===== src/rtl/uss_pkg.sv =====
// Shared codes, coil tables and field widths for the unipolar stepper sequencer.
package uss_pkg;

  // command codes carried in tuser
  localparam logic [1:0] CMD_TICK = 2'd0;
  localparam logic [1:0] CMD_MOVE = 2'd1;
  localparam logic [1:0] CMD_STOP = 2'd2;

  // step mode codes
  localparam logic [1:0] MODE_WAVE = 2'd0;
  localparam logic [1:0] MODE_FULL = 2'd1;
  localparam logic [1:0] MODE_HALF = 2'd2;

  // configuration register indexes
  localparam logic [1:0] REG_STEP_MODE     = 2'd0;
  localparam logic [1:0] REG_BASE_STEPS    = 2'd1;
  localparam logic [1:0] REG_STEP_INTERVAL = 2'd2;

  localparam int COIL_W     = 4;
  localparam int BASE_W     = 13;
  localparam int INTERVAL_W = 16;
  localparam int MOVE_W     = 16;
  localparam int LEFT_W     = 17;
  localparam int POS_OUT_W  = 13;
  localparam int OUT_DATA_W = 24;

  typedef logic [COIL_W-1:0] coil_t;

  localparam coil_t WAVE_CODES [4] = '{4'h1, 4'h2, 4'h4, 4'h8};
  localparam coil_t FULL_CODES [4] = '{4'h3, 4'h6, 4'hC, 4'h9};
  localparam coil_t HALF_CODES [8] = '{4'h1, 4'h3, 4'h2, 4'h6, 4'h4, 4'hC, 4'h8, 4'h9};

  // coil pattern for a mode and the low three bits of the position
  function automatic coil_t coil_pattern(input logic [1:0] mode, input logic [2:0] pos_lo);
    coil_t pat;
    case (mode)
      MODE_HALF: pat = HALF_CODES[pos_lo];
      MODE_WAVE: pat = WAVE_CODES[pos_lo[1:0]];
      default:   pat = FULL_CODES[pos_lo[1:0]];
    endcase
    return pat;
  endfunction

endpackage


===== src/rtl/unipolar_stepper_sequencer.sv =====
// Unipolar stepper sequencer: wave, full and half step coil driver for four coil lines.
// An accepted item's result is registered; the output register is reloaded on the same
// edge it is taken. Throughput: one item per cycle while out_tready is high.
// The state update for each item is a single pass of counter, wrap and table logic.
// Reset: synchronous on rst_n low; coils off, position 0, no steps left, forward,
// full step mode, 2048 steps per revolution, interval 30, output register empty.
module unipolar_stepper_sequencer #(
  parameter int MAX_STEPS_PER_REV = 4096
) (
  input  logic                              clk,
  input  logic                              rst_n,
  input  logic                              cfg_we,
  input  logic [1:0]                        cfg_addr,
  input  logic [uss_pkg::INTERVAL_W-1:0]    cfg_wdata,
  input  logic                              in_tvalid,
  output logic                              in_tready,
  input  logic [uss_pkg::MOVE_W-1:0]        in_tdata,   // [15:0] step count (signed)
  input  logic [1:0]                        in_tuser,   // [1:0] cmd
  output logic                              out_tvalid,
  input  logic                              out_tready,
  output logic [uss_pkg::OUT_DATA_W-1:0]    out_tdata   // [3:0] coils, [4] busy_res,
                                                        // [17:5] position, [23:18] zero
);
  import uss_pkg::*;

  localparam int POS_W = $clog2(MAX_STEPS_PER_REV) + 1;
  localparam int REV_W = POS_W + 1;
  localparam int CMP_W = (REV_W > BASE_W) ? REV_W : BASE_W;

  // configuration
  logic [1:0]            mode_r;
  logic [BASE_W-1:0]     base_r;
  logic [INTERVAL_W-1:0] interval_r;

  // sequencer state
  logic [POS_W-1:0]      pos_r, pos_nxt;
  logic [LEFT_W-1:0]     left_r, left_nxt;
  logic                  fwd_r, fwd_nxt;
  logic [INTERVAL_W-1:0] wait_r, wait_nxt;
  coil_t                 coil_r, coil_nxt;

  // output register
  logic                  out_valid_r;
  logic [OUT_DATA_W-1:0] out_data_r, out_data_nxt;

  logic                  accept;
  logic                  half;
  logic [CMP_W-1:0]      base_ext, base_sat;
  logic [REV_W-1:0]      rev;
  logic [REV_W-1:0]      pos_inc;
  logic [POS_W-1:0]      pos_step;
  logic [LEFT_W-1:0]     left_dec;
  logic [INTERVAL_W-1:0] min_interval, eff_interval;
  logic                  neg;
  logic [LEFT_W-1:0]     mag, move_steps;

  assign in_tready  = !out_valid_r || out_tready;
  assign accept     = in_tvalid && in_tready;
  assign out_tvalid = out_valid_r;
  assign out_tdata  = out_data_r;

  assign half = (mode_r == MODE_HALF);

  // revolution length, base count saturated to 1..MAX then doubled for half step
  always_comb begin
    base_ext = CMP_W'(base_r);
    if (base_ext == '0) begin
      base_sat = CMP_W'(1);
    end else if (base_ext > CMP_W'(MAX_STEPS_PER_REV)) begin
      base_sat = CMP_W'(MAX_STEPS_PER_REV);
    end else begin
      base_sat = base_ext;
    end
    rev = half ? REV_W'({base_sat, 1'b0}) : REV_W'(base_sat);
  end

  // next position for one step; an out-of-range position snaps to an end
  always_comb begin
    pos_inc = REV_W'(pos_r) + REV_W'(1);
    if (fwd_r) begin
      pos_step = (pos_inc >= rev) ? '0 : pos_inc[POS_W-1:0];
    end else if (pos_r == '0 || REV_W'(pos_r) >= rev) begin
      pos_step = POS_W'(rev - REV_W'(1));
    end else begin
      pos_step = pos_r - POS_W'(1);
    end
  end

  assign left_dec     = left_r - LEFT_W'(1);
  assign min_interval = half ? INTERVAL_W'(3) : INTERVAL_W'(2);
  assign eff_interval = (interval_r < min_interval) ? min_interval : interval_r;

  assign neg        = in_tdata[MOVE_W-1];
  assign mag        = neg ? (LEFT_W'(17'h10000) - LEFT_W'(in_tdata)) : LEFT_W'(in_tdata);
  assign move_steps = half ? LEFT_W'({mag, 1'b0}) : mag;

  always_comb begin
    pos_nxt  = pos_r;
    left_nxt = left_r;
    fwd_nxt  = fwd_r;
    wait_nxt = wait_r;
    coil_nxt = coil_r;
    case (in_tuser)
      CMD_TICK: begin
        if (left_r != '0) begin
          if (wait_r == '0) begin
            pos_nxt  = pos_step;
            left_nxt = left_dec;
            coil_nxt = (left_dec == '0) ? '0 : coil_pattern(mode_r, 3'(pos_step));
            wait_nxt = eff_interval - INTERVAL_W'(1);
          end else begin
            wait_nxt = wait_r - INTERVAL_W'(1);
          end
        end
      end
      CMD_MOVE: begin
        fwd_nxt  = !neg;
        left_nxt = move_steps;
        wait_nxt = '0;
        if (move_steps == '0) coil_nxt = '0;
      end
      CMD_STOP: begin
        left_nxt = '0;
        wait_nxt = '0;
        coil_nxt = '0;
      end
      default: ;  // unknown command leaves state alone
    endcase
    out_data_nxt = OUT_DATA_W'({POS_OUT_W'(pos_nxt), (left_nxt != '0), coil_nxt});
  end

  always_ff @(posedge clk) begin
    if (!rst_n) begin
      mode_r      <= MODE_FULL;
      base_r      <= BASE_W'(2048);
      interval_r  <= INTERVAL_W'(30);
      pos_r       <= '0;
      left_r      <= '0;
      fwd_r       <= 1'b1;
      wait_r      <= '0;
      coil_r      <= '0;
      out_valid_r <= 1'b0;
    end else begin
      if (cfg_we) begin
        case (cfg_addr)
          REG_STEP_MODE:     mode_r     <= cfg_wdata[1:0];
          REG_BASE_STEPS:    base_r     <= cfg_wdata[BASE_W-1:0];
          REG_STEP_INTERVAL: interval_r <= cfg_wdata;
          default: ;
        endcase
      end
      if (accept) begin
        pos_r       <= pos_nxt;
        left_r      <= left_nxt;
        fwd_r       <= fwd_nxt;
        wait_r      <= wait_nxt;
        coil_r      <= coil_nxt;
        out_valid_r <= 1'b1;
      end else if (out_tready) begin
        out_valid_r <= 1'b0;
      end
    end
  end

  always_ff @(posedge clk) begin
    if (accept) out_data_r <= out_data_nxt;
  end

endmodule

===== config.mk =====
export PLATFORM = sky130hd
export DESIGN_NAME = unipolar_stepper_sequencer
export DESIGN_NICKNAME = d
export VERILOG_FILES = /design/src/rtl/uss_pkg.sv /design/src/rtl/unipolar_stepper_sequencer.sv
export SDC_FILE = /design/constraint.sdc
export NUM_CORES = 1
export LEC_CHECK = 0
export ABC_AREA = 1
export ABC_CLOCK_PERIOD_IN_PS = 10970
export BUFFER_PORTS_ARGS = -buffer_cell sky130_fd_sc_hd__buf_2
export CAP_MARGIN = 0
export CORE_MARGIN = 2
export CORE_UTILIZATION = 60
export CTS_BUF_LIST = sky130_fd_sc_hd__clkbuf_16
export CTS_CLUSTER_DIAMETER = 80
export DETAILED_ROUTE_END_ITERATION = 8
export PLACE_DENSITY_LB_ADDON = 0.25
export SLEW_MARGIN = 20
export SYNTH_ARGS = -nofsm -noshare
export SYNTH_HDL_FRONTEND = slang
export SYNTH_SLANG_ARGS = --single-unit

===== constraint.sdc =====
create_clock -name clk -period 10.97 [get_ports clk]
set_input_delay 0.5485 -clock clk [delete_from_list [all_inputs] [get_ports clk]]
set_output_delay 0.5485 -clock clk [all_outputs]
set_load 0.02 [all_outputs]

* After elaboration in Yosys (flattened, before gate mapping)
Memory sizes are Yosys's and may differ from the RTL's. Cells that the tools add are included.
Word-level totals: register bits 101, ROM bits 32, input bits 41, output and inout port bits 26, logic and storage cells 90, memories kept 1
Memory list:
- (name not given) | depth 8, width 4, read ports 1, clocked after Yosys merged registers in 0, wr ports 0, RTL line uss_pkg.sv:37 | MODE_HALF: pat = HALF_CODES[pos_lo];
Cells by class: add/sub/neg operators 7, order comparisons 6, eq/ne operators 6, multiplexer cells 35, bitwise logic cells 2, reduce and logical (&&, ||, !) cells 23
Operator list (number):
- $mux W13 | 8
- $mux W17 | 4
- $pmux W17 S3 | 1
- $mux W16 | 3
- $mux W4 | 10
- $logic_not A17 Y1 | 2
- $reduce_bool A17 Y1 | 2
- $pmux W16 S2 | 1
- $sub A16 B1 Y16 const B | 2
- $logic_not A13 Y1 | 2
- $sub A13 B1 Y13 const B | 2
- $sub A17 B1 Y17 const B | 1
- $sub A17 B16 Y17 const A | 1
- $bmux W4 S2 | 2
- $logic_not A16 Y1 | 1
- $lt A16 B2 Y1 | 1
- $add A13 B1 Y14 const B | 1
- $ge A13 B14 Y1 | 1
- $ge A14 B14 Y1 | 1
- $mux W14 | 1
- $gt A13 B13 Y1 const B | 1
- $pmux W4 S3 | 1
- $pmux W4 S2 | 1
- $reduce_and A2 Y1 | 4
- 15 further kinds | 25

* Longest topological paths before layout
Gate-level depths: netlist of run 1.
depth in word-level cells 17, depth in mapped cells 37, mapped depth without buffers 35

* Worst setup path after synthesis of run 1
OpenSTA, ideal clock, no wires.
path kind register to register, from reg mode_r[1], to reg out_data_r[12] (netlist: out_tdata[12]) (data pin), library setup time 259 ps, arrival 3649 ps, required time 10711 ps, slack 7063 ps, stages on the path, launching flop included 25, buffers on the path 5, clock period less this slack 3907 ps, cell sequence dfxtp_1 inv_1 nor2_4 buf_2 buf_1 clkbuf_1 buf_2 nand2_1 o21ai_0 ha_1 inv_1 nor2_1 o21ai_0 o31ai_1 inv_1 nand3_4 buf_6 a21oi_2 nand3_4 nor2_1 nor2_1 o21ai_0 o211ai_1 o21ai_0 inv_1
On the way: word-level cells in the longest chain between the ends 9, elaborated cells on any way between the ends 12, those cells by class add/sub: 1; order compare: 2; eq/ne: 1; mux: 7; reduce/logical: 1
RTL lines:
- from (decl) | RTL line unipolar_stepper_sequencer.sv:31 | logic [1:0] mode_r;
- from (signal assigned) | RTL line unipolar_stepper_sequencer.sv:146 | REG_STEP_MODE: mode_r <= cfg_wdata[1:0];
- $eq A2 B2 Y1 * | RTL line unipolar_stepper_sequencer.sv:62 | assign half = (mode_r == MODE_HALF);
- $mux W14 * | RTL line unipolar_stepper_sequencer.sv:74 | rev = half ? REV_W'({base_sat, 1'b0}) : REV_W'(base_sat);
- $ge A13 B14 Y1 | RTL line unipolar_stepper_sequencer.sv:82 | end else if (pos_r == '0 || REV_W'(pos_r) >= rev) begin
- $logic_or A1 B1 Y1 | RTL line unipolar_stepper_sequencer.sv:82
- $mux W13 | RTL line unipolar_stepper_sequencer.sv:82
- $mux W13 * | RTL line unipolar_stepper_sequencer.sv:80 | if (fwd_r) begin
- $mux W13 * | RTL line unipolar_stepper_sequencer.sv:106 | if (wait_r == '0) begin
- $mux W13 * | RTL line unipolar_stepper_sequencer.sv:105 | if (left_r != '0) begin
- $mux W13 * | RTL line unipolar_stepper_sequencer.sv:103 | case (in_tuser)
- via out_data_nxt[12] | RTL line unipolar_stepper_sequencer.sv:44 | logic [OUT_DATA_W-1:0] out_data_r, out_data_nxt;
- to (signal assigned) | RTL line unipolar_stepper_sequencer.sv:166 | if (accept) out_data_r <= out_data_nxt;
- to (decl) | RTL line unipolar_stepper_sequencer.sv:44
Mark *: on every way through the listed nets, which the timed path passes. The rest lies on a longest branch. A chain may end at the register's enable or synchronous reset.

* Worst setup path in the final report of run 1
from reg mode_r[1], to reg out_data_r[16] (netlist: out_tdata[16]) (data pin)
Same word-level chain as after synthesis.

==> results of run 1 <==
[metal layers]
metal  vias to the layer above  global-route usage [%]  share of wire [%]
met2                       241                    51.8                 48
met1                      3514                    39.7                 45
li1                       3938                       -                  -
met3                        25                    4.51                5.5
met4                         0                    8.55                1.5
met5                         -                       0                  0
[area by class of cell]
type                            instances  share of cell area [%]
Clock buffer                           10                    3.04
Timing Repair Buffer                   63                    3.92
Clock inverter                          5                   0.851
Tap cell                              172                    2.61
Sequential cell                       101                    26.7
Multi-Input combinational cell        873                    56.1
Inverter                              149                    6.79
[state kept, by name, indices dropped and copies added (netlist names)]
signal / count
base_r: 13
pos_r: 13
left_r: 17
out_tvalid: 1
coil_r: 4
wait_r: 16
fwd_r: 1
mode_r: 2
out_tdata: 18
interval_r: 16
[worst paths after layout]
kind / slack [ns] / cells past startpoint / startpoint / to
max: 6.12 / 24 / mode_r[1]$_SDFFE_PN0P_ / out_tdata[16]$_DFFE_PP_
min: 0.40 / 3 / cfg_wdata[4] / interval_r[4]$_SDFFE_PN1P_
max reg2reg: 6.12 / 24 / mode_r[1]$_SDFFE_PN0P_ / out_tdata[16]$_DFFE_PP_
min reg2reg: 0.47 / 2 / wait_r[10]$_SDFFE_PN0P_ / wait_r[10]$_SDFFE_PN0P_
[synth_stat cells (3+ instances only)]
cell type	count	share of area, %
nand2_1	251	12
inv_1	140	6.9
o21ai_0	120	7.9
a21oi_1	116	7.6
nor2_1	96	4.7
dfxtp_1	83	22
nand3_1	59	3.9
clkbuf_1	35	1.7
xor2_1	35	4.0
ha_1	29	4.8
nand4_1	24	2.0
nor3_1	21	1.4
edfxtp_1	18	7.1
o211ai_1	13	1.3
o21ai_1	12	0.79
a31oi_1	9	0.74
nor4_1	8	0.66
buf_2	7	0.46
buf_4	7	0.69
nand2_2	7	0.58
xnor2_1	7	0.81
a21o_1	6	0.59
inv_2	6	0.30
or2_2	5	0.41
nand3_2	4	0.53
a211oi_1	3	0.30
clkinv_1	3	0.15
o22ai_1	3	0.25
[critical path: stages, from the launching register on]
cell and delay [ns]:
dfxtp_1 0.38, inv_1 0.08, nor2_4 0.66, inv_2 0.39, nor3_1 0.27, a31oi_1 0.13
ha_1 0.25, a21oi_1 0.14, nor2_1 0.05, o21ai_0 0.22, o31ai_1 0.11, inv_1 0.23
nand3_4 0.29, o21ai_2 0.26, nand2_1 0.11, nor2_4 0.18, nand3_4 0.15, nor2_8 0.15
nand3_1 0.11, nand2_1 0.07, nand2_1 0.05, nand2_1 0.05, nand2_1 0.06, o21ai_1 0.13
inv_1 0.07
[power breakdown]
group          switching, mW  internal [mW]  leakage [nW]
Combinational          0.332          0.153          2.79
Sequential            0.0271          0.411         0.858
Clock                  0.154          0.194         0.159
Total                  0.513          0.759          3.80
[cell families after synthesis]
kind of cell | count (synthesis) | synth area share [%]
AO/OA/AOI/OAI | 301 | 21.6
XOR/XNOR | 42 | 4.83
adder cells (fa/ha/maj) | 29 | 4.77
buffers and inverters | 202 | 10.6
flip-flops | 101 | 28.9
multiplexers | 2 | 0.263
other | 1 | 0.0493
AND/OR/NAND/NOR | 493 | 29.0
==> results summary, run 1 <==
The flow ran to the end, and the final reports show no timing, DRC or antenna violations. The total of flip-flops plus latches after synthesis is 101. The site row count is 41. Synthesis produced 1,171 cells. The standard cell core area came out at 12,500 µm².

Leaving out fill and tap cells, the most frequent cell in the layout is nand2_1. In this run, distinct cell masters in the synthesized netlist total 58. The worst hold-check slack is 0.397 ns.

In the layout the commonest cells are 251 x nand2_1, 140 x inv_1, 120 x o21ai_0. The arrival time of the worst setup path came out at 4.96 ns. The share of synthesized area occupied by flip-flops and latches came out at 28.9%. Counting the fill cells in the layout gives 1,203.

The number of buffers added on ports came out at 60. The total number of vias came out at 7,718. The initial utilization of the core area, before any placement, comes to 60.8%. The mean instance size in the synthesized netlist is 6.50 µm². The post-CTS repair timing setup buffer count came out at 0. STA classifies the critical path startpoint as a flop. The area enclosed by the die boundary came out at 13,600 µm². Entering global routing, the biggest net connects 81 pins. The count of final setup violators is 0. The ratio of total power to cell area came out at 154 nW/µm². The final design utilization came out at 65.8%. The number of instances in the placed design came out at 1,358.

The final worst slack came out at 6.12 ns. Global routing consumed, over all layers together, 30.2% of the routing resources. The cell area after synthesis is 7610 µm². The post-detailed-route count of antenna-violating nets is 0.

By startpoint and endpoint, the worst setup path is classified as reg -> reg. The total non-filler cell area in the finished layout is 8240 µm². The number of pins with negative max-slew slack in the final report is 0. Relative to the synthesized area, the layout overhead comes to 8.26%. The number of vias per cell came out at 5.62. The number of buffers inserted by hold repair at cts came out at 0. The maximum net fanout on the critical path came out at 40. The max capacitance violation total came out at 0. The aggregate negative setup slack is 0 ns.

The count of routing violations after the opening detailed-route iteration is 616. During synthesis, Yosys emitted a total of 0 warnings. The top achievable clock speed came out at 0.206 GHz. Summed over all layers, the global routing overflow is 0. The via count of the first global-routing pass is 6,938. The static leakage is 3.80 nW. The detailed-placement wirelength estimate is 14,800 µm. TritonCTS built the clock tree. In the synthesized netlist the async set-or-reset flop fraction comes to 0%. The total CTS buffers came out at 9. The capturing element type of the critical path is a flop.

The post-place setup slack came out at 6.17 ns. The number of inserted diodes is 0. Registers take 2200 µm². The count of nets after finishing is 1,267.

The quantity of gates resized following cts came out at 0. The length of the first detailed-routing pass in iterations is 6. The total placed instance area came out at 7920 µm².

The clock root buffer is clkbuf_16. The post-route non-filler standard cell count is 1,373. The actual slew at the worst max-slew pin is 1.05 ns. The clock input transition at the sequential cells of the worst setup and hold paths is 0.07 ns. For the worst-skew pair, the clock arrives at the later sink with an insertion delay of 0.37 ns.

In the routed design, unresolved DRC markers number 0. The final-report hold violation count is 0. Routability-driven placement finished with a final weighted congestion of 0.957.

The dominant register cell in the synthesized netlist is dfxtp_1. For the finished layout, the period the worst path requires is 4.85 ns. The number of H-tree branching levels is 3. Setup repair after global routing left no endpoint under its margin.

The vertical extent of the die came out at 117 µm. The multi-input combinational cells in the finished layout cover a total of 4620 µm². The relative slew slack came out at 29.4%.

On the final layout, the worst clock skew is 0.00982 ns. The die span in x came out at 117 µm. The number of antenna violations at the first check in global routing is 0.

The overall power of the completed layout came out at 1.27 mW. The clock passes through at most 2 buffers. The post-route netlist has 9.66% of its cells at a drive strength greater than 1. Dividing the detail-routed wire length by the instance count gives 14.6 µm. The ratio of final minimum period to clock period came out at 44.2%. For the worst setup path, the data required time is 11.08 ns. The wire length of the first global-routing pass is 32,700 µm. The tightest min-delay check is of the in -> reg type. The number of flops mapped to enable cells by yosys is 18. For this block, the routed nets add up to 20,000 µm of wire. The clock sink count is 101.

The maximum resistive drop on vdd came out at 0.000109 V. Pin placement for this block handled 67 I/O pins.
No activity file was read; power rests on OpenSTA's default activity.
==> run 2: changes to the inputs <==
Settings changed: ABC_CLOCK_PERIOD_IN_PS 10970 to 5000.
Clock period 10.97 ns to 5 ns, I/O delays scaled along.
==> run 2 against run 1 <==
Compared with the run above: first-iteration DRC count increased by 29%; clock skew about the same; clock-buffer cell count unchanged; setup slack worse by 5.4 ns; register-to-register slack lost 5.4 ns; via count rose by 0.65%; largest power group unchanged; clock power is 110% higher; fmax is 14% higher; combinational power up 120%.
==> results summary, run 2 (same netlist as run 1, synthesis figures left out) <==
The number of H-tree branching levels came to 3 (unchanged). The final RePlAce weighted congestion came out at 0.948 (-0.96%). The capturing element type of the critical path is a flop.

The clock input transition at the sequential cells of the worst setup and hold paths is 0.08 ns (about the same). The buffer levels on the longest clock path came out at 2 (unchanged). The combined buffer and inverter count along the critical path is 3 (-1).

The highest metal layer with signal wires is met4. STA classifies the critical path startpoint as a flop. The number of flip-flops under the largest register name came to 18 (unchanged). The initial cell density of the core came to 60.8% (unchanged).

The critical path is of the reg -> reg type. The total grt overflow came to 0 (unchanged). The top cell types in the final layout, fill and taps aside, are 251 x nand2_1, 141 x inv_1, 120 x o21ai_0. The top achievable clock speed came out at 0.234 GHz (+14%). The post-route non-filler standard cell count is 1,380 (+0.51%). The count of nets after finishing came out at 1,273 (+0.47%). The ratio of final minimum period to clock period was 85.4% (+41 points).

The site row count is 41 (unchanged). The clock sink count came out at 101 (unchanged). Setup repair after global routing left no endpoint under its margin.

The via count of the first global-routing pass came to 6,849 (-1.3%). The area growth from synthesis to layout is 8.62%. The overall routed net length is 20,400 µm (+1.8%). The setup skew after layout is 0.00961 ns (-0.000211 ns). The relative slew slack came out at 36.0% (+6.5 points). The number of buffers added on ports is 60 (unchanged). The final design utilization is 66.0% (+0.22 points). The standard cell core area came out at 12,500 µm² (unchanged). The kind of cell with the highest combined delay along the critical path is simple AND/OR/NAND/NOR gates. Among the stages of the critical path, the cell type that occurs most often is nand2_1. The actual slew at the worst max-slew pin was 0.959 ns (-0.0953 ns). The total number of vias is 7,768 (+0.65%). The CTS tree is yes. Among all stages on the critical path, the largest delay is contributed by nor3_1. The worst hold-check path type is in -> reg.

The count of routing violations after the opening detailed-route iteration came out at 795 (+29%). The pin count of the biggest net entering global routing came out at 81 (unchanged). The number of vias per cell came to 5.63 (+0.14%).

The number of antenna violations at the first check in global routing is 0 (unchanged). The count of final setup violators came out at 0 (unchanged). The clock network latency to the later pin of the worst-skew pair came out at 0.36 ns (about the same). The max capacitance violation total is 0 (unchanged).

The arrival time of the worst setup path is 4.39 ns (-0.57 ns). The vertical extent of the die was 117 µm (unchanged). The met1 wire length came out at 9140 µm (+2.1%). The wire length of the first global-routing pass came to 33,100 µm (+1.2%). The static leakage is 3.82 nW (+0.58%). The fill cell instance count of the final layout is 1,225 (+1.8%). The die span in x is 117 µm (unchanged). The post-detailed-route count of antenna-violating nets came out at 0 (unchanged). The multi-input combinational cell area came out at 4620 µm² (+0.14%). The combined flip-flop and latch cell area is 2200 µm² (unchanged). The largest stage delay on the critical path is 0.40 ns (-0.26 ns). The tree is rooted in a clkbuf_16. The global router's overall resource usage came out at 30.7% (+0.45 points). The fraction of layout cells with a size suffix above 1 is 10.1% (+0.44 points). The data required time of the critical path is 5.13 ns (-5.95 ns). The maximum net fanout on the critical path is 6 (-85%).

The final-report hold violation count is 0 (unchanged). The number of inserted diodes came out at 0 (unchanged). The leading cell type in the layout, fill and taps excluded is nand2_1. The amount of wire on met2 after detailed routing is 9470 µm (-2.1%). The number of instances in the placed design came out at 1,363 (+0.37%). The maximum resistive drop on vdd is 0.000229 V (+110%). The number of placed I/O pins is 67 (unchanged).

The ratio of total power to cell area came out at 335 nW/µm² (+120%). The area enclosed by the die boundary is 13,600 µm² (unchanged). The total CTS buffers is 9 (unchanged). The aggregate negative setup slack came out at 0 ns (unchanged). The average detailed-routed wire length per instance is 14.8 µm (+1.3%). The total length of routed met3 wires came out at 1210 µm (+10%). The run finished with clean final reports. The number of pins with negative max-slew slack in the final report was 0 (unchanged).

The length of the first detailed-routing pass in iterations came out at 5 (-1). The final critical delay including setup and external delays is 4.27 ns (-0.582 ns). The DRC violation count after routing is 0 (unchanged). The detailed-placement wirelength estimate came out at 15,100 µm (+2.1%).
-- run 2: changes by cell type in the layout (fill, tap and decap cells not counted), sizes merged --
cell    delta
nor2       +1
bufinv     -1
buf        +5
clkinv     +2
-- run 2: metrics by stage --
stage	area (µm²)	setup WS, ns	hold slack (ns)	total power, mW
floorplan	7630	1.09	0.363	1.80
global placement	7950	0.687	0.453	2.02
detailed placement	7950	0.519	0.458	2.03
CTS	8260	0.480	0.0992	2.76
global route	8260	0.276	0.103	2.94
finish	8260	0.731	0.107	2.77
-- run 2: routing by layer --
| metal | vias to the layer above | global-route usage, % |
|---|---|---|
| li1 | 3956 | - |
| met1 | 3507 | 41.2 |
| met2 | 263 | 50.1 |
| met3 | 42 | 5.09 |
| met4 | 0 | 10.7 |
| met5 | - | 0 |
-- run 2: worst paths after layout --
| kind | start | end | slack [ns] | cells after the start |
|---|---|---|---|---|
| max | pos_r[0]$_SDFFE_PN0P_ | out_tdata[0]$_DFFE_PP_ | 0.73 | 27 |
| min | cfg_wdata[4] | interval_r[4]$_SDFFE_PN1P_ | 0.11 | 3 |
| max reg2reg | pos_r[0]$_SDFFE_PN0P_ | out_tdata[0]$_DFFE_PP_ | 0.73 | 27 |
| min reg2reg | wait_r[10]$_SDFFE_PN0P_ | wait_r[10]$_SDFFE_PN0P_ | 0.47 | 2 |
-- run 2: final cells by class --
type	instances	share of cell area, %
Timing Repair Buffer	68	4.36
Multi-Input combinational cell	874	55.9
Tap cell	172	2.60
Clock buffer	10	3.03
Clock inverter	6	0.651
Sequential cell	101	26.6
Inverter	149	6.77
-- run 2: worst min-delay path, delay by kind of cell --
family                 cells  cell delay, ns
buffers and inverters      1            0.09
AND/OR/NAND/NOR            2            0.10
-- run 2: timing repair --
item,CTS,global route
hold buffers,0,0
resized for setup,0,0
setup buffers,0,0
hold endpoints to repair,0,0
setup endpoints to repair,0,8
-- run 2: power breakdown --
group          switching [mW]  leakage, nW  total (mW)  internal [mW]
Sequential             0.0586        0.858       0.961          0.902
Combinational           0.735         2.81        1.08          0.344
Clock                   0.352        0.154       0.729          0.378
